`src/rtl/dfdu_pkg.sv`:
```
`timescale 1ns / 1ps
`default_nettype none

package dfdu_pkg;

  // Panel geometry
  localparam int COLUMNS = 128;
  localparam int PAGES   = 16;

  // Frame store geometry
  localparam int DEPTH  = PAGES * COLUMNS;
  localparam int ADDR_W = $clog2(DEPTH);

  // Max commands caused by one frame byte
  localparam int MAX_CMDS = 3;

  // Command kinds
  typedef enum logic [1:0] {
    KIND_PAGE   = 2'd0,
    KIND_COLUMN = 2'd1,
    KIND_DATA   = 2'd2
  } kind_t;

  typedef struct packed {
    kind_t      kind;
    logic [7:0] value;
  } cmd_t;

  // Commands of one byte, handed from generator to output sequencer
  typedef struct packed {
    cmd_t [MAX_CMDS-1:0] cmd;
    logic [1:0]          count;
  } batch_t;

endpackage

`default_nettype wire

```
`src/rtl/dfdu_ifs.sv`:
```
`timescale 1ns / 1ps
`default_nettype none


// Panel command channel
interface dfdu_out_if;
  logic       valid;
  logic       ready;
  logic [1:0] kind;
  logic [7:0] value;
  logic       last;

  modport source (output valid, kind, value, last, input ready);
  modport sink (input valid, kind, value, last, output ready);
endinterface

`default_nettype wire

```
`src/rtl/dfdu_out_seq.sv`:
```
`timescale 1ns / 1ps
`default_nettype none

module dfdu_out_seq
  import dfdu_pkg::*;
(
  input  wire logic   clk,
  input  wire logic   rst,
  input  wire batch_t batch,
  input  wire logic   batch_valid,
  output logic        seq_free,
  dfdu_out_if.source  cmd_out
);

  logic                seq_valid;
  cmd_t [MAX_CMDS-1:0] cmds;
  logic [1:0]          cnt;
  logic [1:0]          idx;
  logic                at_last;

  assign at_last  = idx == (cnt - 2'd1);
  assign seq_free = !seq_valid || (cmd_out.ready && at_last);

  // Step through the held commands, one per cycle while cmd_out.ready is high
  always_ff @(posedge clk) begin
    if (rst) begin
      seq_valid <= 1'b0;
      idx       <= 2'd0;
    end else if (seq_free) begin
      seq_valid <= batch_valid;
      idx       <= 2'd0;
    end else if (cmd_out.ready) begin
      idx <= idx + 2'd1;
    end
  end

  always_ff @(posedge clk) begin
    if (seq_free && batch_valid) begin
      cmds <= batch.cmd;
      cnt  <= batch.count;
    end
  end

  assign cmd_out.valid = seq_valid;
  assign cmd_out.kind  = cmds[idx].kind;
  assign cmd_out.value = cmds[idx].value;
  assign cmd_out.last  = at_last;

  a_idx_in_list: assert property (@(posedge clk) disable iff (rst)
    seq_valid |-> (cnt != 2'd0) && (idx < cnt))
    else $error("command index beyond list");

  a_idx_holds: assert property (@(posedge clk) disable iff (rst)
    seq_valid && !cmd_out.ready |=> seq_valid && $stable(idx))
    else $error("command index moved while stalled");

endmodule

`default_nettype wire

```
`src/flat_wrapper.sv`:
```
// flat-port wrapper written by rule: the top's interface ports become plain ports
module dfdu_out_seq_flat import dfdu_pkg::*;
  (clk, rst, batch, batch_valid, seq_free, cmd_out_valid, cmd_out_kind, cmd_out_value, cmd_out_last, cmd_out_ready);
  dfdu_out_if cmd_out_i ();
  input  wire logic clk;
  input  wire logic rst;
  input  wire batch_t batch;
  input  wire logic batch_valid;
  output logic seq_free;
  output wire logic [$bits(cmd_out_i.valid)-1:0] cmd_out_valid;
  output wire logic [$bits(cmd_out_i.kind)-1:0] cmd_out_kind;
  output wire logic [$bits(cmd_out_i.value)-1:0] cmd_out_value;
  output wire logic [$bits(cmd_out_i.last)-1:0] cmd_out_last;
  input wire logic [$bits(cmd_out_i.ready)-1:0] cmd_out_ready;
  assign cmd_out_valid = cmd_out_i.valid;
  assign cmd_out_kind = cmd_out_i.kind;
  assign cmd_out_value = cmd_out_i.value;
  assign cmd_out_last = cmd_out_i.last;
  assign cmd_out_i.ready = cmd_out_ready;
  dfdu_out_seq u_core (.clk(clk), .rst(rst), .batch(batch), .batch_valid(batch_valid), .seq_free(seq_free), .cmd_out(cmd_out_i));
endmodule
```
`config.mk`:
```
export PLATFORM = sky130hd
export DESIGN_NAME = dfdu_out_seq_flat
export DESIGN_NICKNAME = d
export VERILOG_FILES = /design/src/rtl/dfdu_pkg.sv /design/src/rtl/dfdu_ifs.sv /design/src/rtl/dfdu_out_seq.sv /design/src/flat_wrapper.sv
export SDC_FILE = /design/constraint.sdc
export NUM_CORES = 1
export LEC_CHECK = 0
export ABC_AREA = 0
export BUFFER_PORTS_ARGS = -buffer_cell sky130_fd_sc_hd__buf_4
export CORE_ASPECT_RATIO = 0.9
export CORE_MARGIN = 3
export CORE_UTILIZATION = 40
export DETAILED_ROUTE_END_ITERATION = 10
export PLACE_DENSITY = 0.67
export SKIP_LAST_GASP = 1
export SYNTH_ARGS = -nofsm -noshare
export SYNTH_HDL_FRONTEND = slang
export SYNTH_SLANG_ARGS = --single-unit
```
`constraint.sdc`:
```
create_clock -name clk -period 3.3 [get_ports clk]
set_input_delay 0.165 -clock clk [delete_from_list [all_inputs] [get_ports clk]]
set_output_delay 0.165 -clock clk [all_outputs]
set_load 0.02 [all_outputs]
```
==> reports/results.txt <==
drt initial violations: 43
post-place setup slack: 1.23 ns
Num CTS Buffers: 5
setup tns final: 0 ns
RSZ-0062 raised after global routing: no
hpwl dp: 1.74 mm
maximum VDD drop: 0.460 mV
total power: 1090 uW
CP Data Required Time: 3.23 ns
slowest CP cell: dfxtp_1
Switch Pwr: 204 uW
Max Freq: 0.481 GHz
Worst slew margin: 0.485
Power Internal: 881 uW
Antenna Violating Nets Remaining: 0
Total Routing Usage GR: 0.128
crit path capture type: flop
first-pass GRT wire length: 3.74 mm
Net Sw Frac: 0.188
status: finished clean
slew of the pin with the lowest slew margin: 0.771 ns
area of the mapped netlist: 1360 um^2
Comb power frac: 0.104
Antenna diodes: 0
Critical path buffers and inverters: 1
worst path cell trace: nand2b_1 > mux2_4 > o22ai_2 > buf_4
crit path time final: 2.08 ns
met2 Resource Use GR: 0.201
postcts setup bufs: 0
Max-Cap Viols: 0
grt peak-use layer: met2
Layout Cells excl Fill: 183
multiplexer area fraction after synthesis: 0.0845
num rows: 19
Placed Instances: 175
clk_lat worst skew: 0.27 ns
Clock Tree Buf Depth: 2
final worst setup slack: 1.22 ns
Core ar.: 3160 um^2
share of cells above drive strength 1: 0.426
count of final hold-check violations: 0
Area Overhead vs Synth: 39.3%
#FFs+latches synth: 35
CP max stage delay: 0.82 ns
Synth Net Count: 125
Die X: 67.5 um
Sink Count: 35
IO Count: 49
met3 Use GR: 0.0438
CTS tree: built
syn_area_per_cell: 15.3 um^2
Critical Path Source Type: flop
die area: 4140 um^2
critical path class: reg -> reg
nets: 176
CP max FO: 32
sequential area share after synthesis: 0.749
final setup violating endpoints: 0
Final period util: 0.629
Worst Path Arrival: 2.01 ns
PortBufs: 48
Compound-Gate Fraction of Synth Area: 0.0670
vias per std cell: 4.57
Vias: 836
met1 Use GR: 0.160
Layout Skew: 0.00440 ns
drt pass-1 iters: 4
H-tree depth: 2
Leak Pwr: 0.000725 uW
post_cts resized: 0
DR WL/cell: 13.3 um
drt drc: 0
commonest non-fill, non-tap cell in the layout: buf_4
initial antenna violation count: 0
largest net degree at the start of global routing: 33
commonest cells after routing, fill and taps aside: 49 x buf_4, 32 x edfxtp_1, 12 x nand2_1
Starting Density: 0.431
final core occ: 0.600
largest family of logic cells by synthesized area: multiplexers
CP top delay family: flip-flops
Final GP Congestion: 0.721
clock-pin slew on the worst setup and hold paths: 0.06 ns
post-synthesis simple-gate area fraction: 0.0542
Adder-Cell Fraction of Synth Area: 0
post-synthesis xor/xnor area fraction: 0.0193
# hold bufs at CTS: 0
vias in the first global route: 821
WL final: 2.44 mm
YS warnings: 0
Clock power frac: 0.405
Overflow after GRT: 0
chip height: 61.4 um
Root Buffer: clkbuf_8
Yosys cell types: 20
Pins Over Slew Limit: 0
Min-Delay Path Class: in -> reg
Flop pwr share: 0.490
Cells after Synth: 89
pwr/cell area: 572 nW/um^2
## power by group through the flow
stage	Clock [uW]	Combinational, uW	Sequential [uW]
after floorplan	0	54.4	539
after global placement	0	113	541
after detailed placement	0	115	542
after CTS	449	115	532
after global routing	475	123	535
final	440	113	532
## cell families (layout without fill, tap and decap cells)
logic type | count (synthesis) | count (layout)
DFF | 35 | 35
AOI/OAI and AO/OA | 15 | 15
and+or+nand+nor | 17 | 17
muxes | 11 | 11
xor gates and xnor gates | 3 | 3
buffers and inverters | 8 | 60
## state kept, by name, summed over array words and instances, names as in the netlist
signal,cells
u_core.cmd_out.valid,1
u_core.cmds,30
u_core.cnt,2
u_core.idx,2
## synthesized netlist by cell type, drive strengths merged
| cell type | instances | area share |
|---|---|---|
| edfxtp | 32 | 0.71 |
| nor2 | 1 | 0.0028 |
| o21ai | 11 | 0.040 |
| o22ai | 1 | 0.0046 |
| xor2 | 1 | 0.0064 |
| nand2 | 12 | 0.033 |
| nor2b | 1 | 0.0046 |
| xnor2 | 2 | 0.013 |
| dfxtp | 3 | 0.044 |
| a311oi | 1 | 0.011 |
| mux2 | 1 | 0.011 |
| clkbuf | 2 | 0.0055 |
| mux2i | 10 | 0.073 |
| nand2b | 3 | 0.014 |
| buf | 3 | 0.012 |
| a211oi | 2 | 0.011 |
| inv | 3 | 0.0083 |
## path summary, 6_finish.rpt
check	from	to	slack [ns]	cells past startpoint
min	rst	u_core.cmd_out.valid	0.05	2
max reg2reg	u_core.idx[0]	u_core.cmds[27]	1.22	4
min reg2reg	u_core.cmd_out.valid	u_core.idx[0]	0.56	2
max	u_core.idx[0]	u_core.cmds[27]	1.22	4
## final cells by class
type	count	area, um^2
repair buffers	49	368
clock buffers	6	72.6
flip-flops and latches	35	1020
fillers	258	1260
multi-input cells	46	313
well taps	42	52.6
clock inverters	2	60.1
inverters	3	11.3
## metrics by stage
step	hold slack, ns	area [um^2]
global route	0.0444	1900
CTS	0.0463	1900
detailed placement	0.340	1770
floorplan	0.233	1360
global placement	0.332	1770
finish	0.0531	1900
## layer usage
metal  part of all wire  routed length [um]
met2               0.49                1200
met1               0.43                1060
met5                  0                   0
met3              0.063                 153
met4              0.012                  29
(Power assumes the default switching activity.)
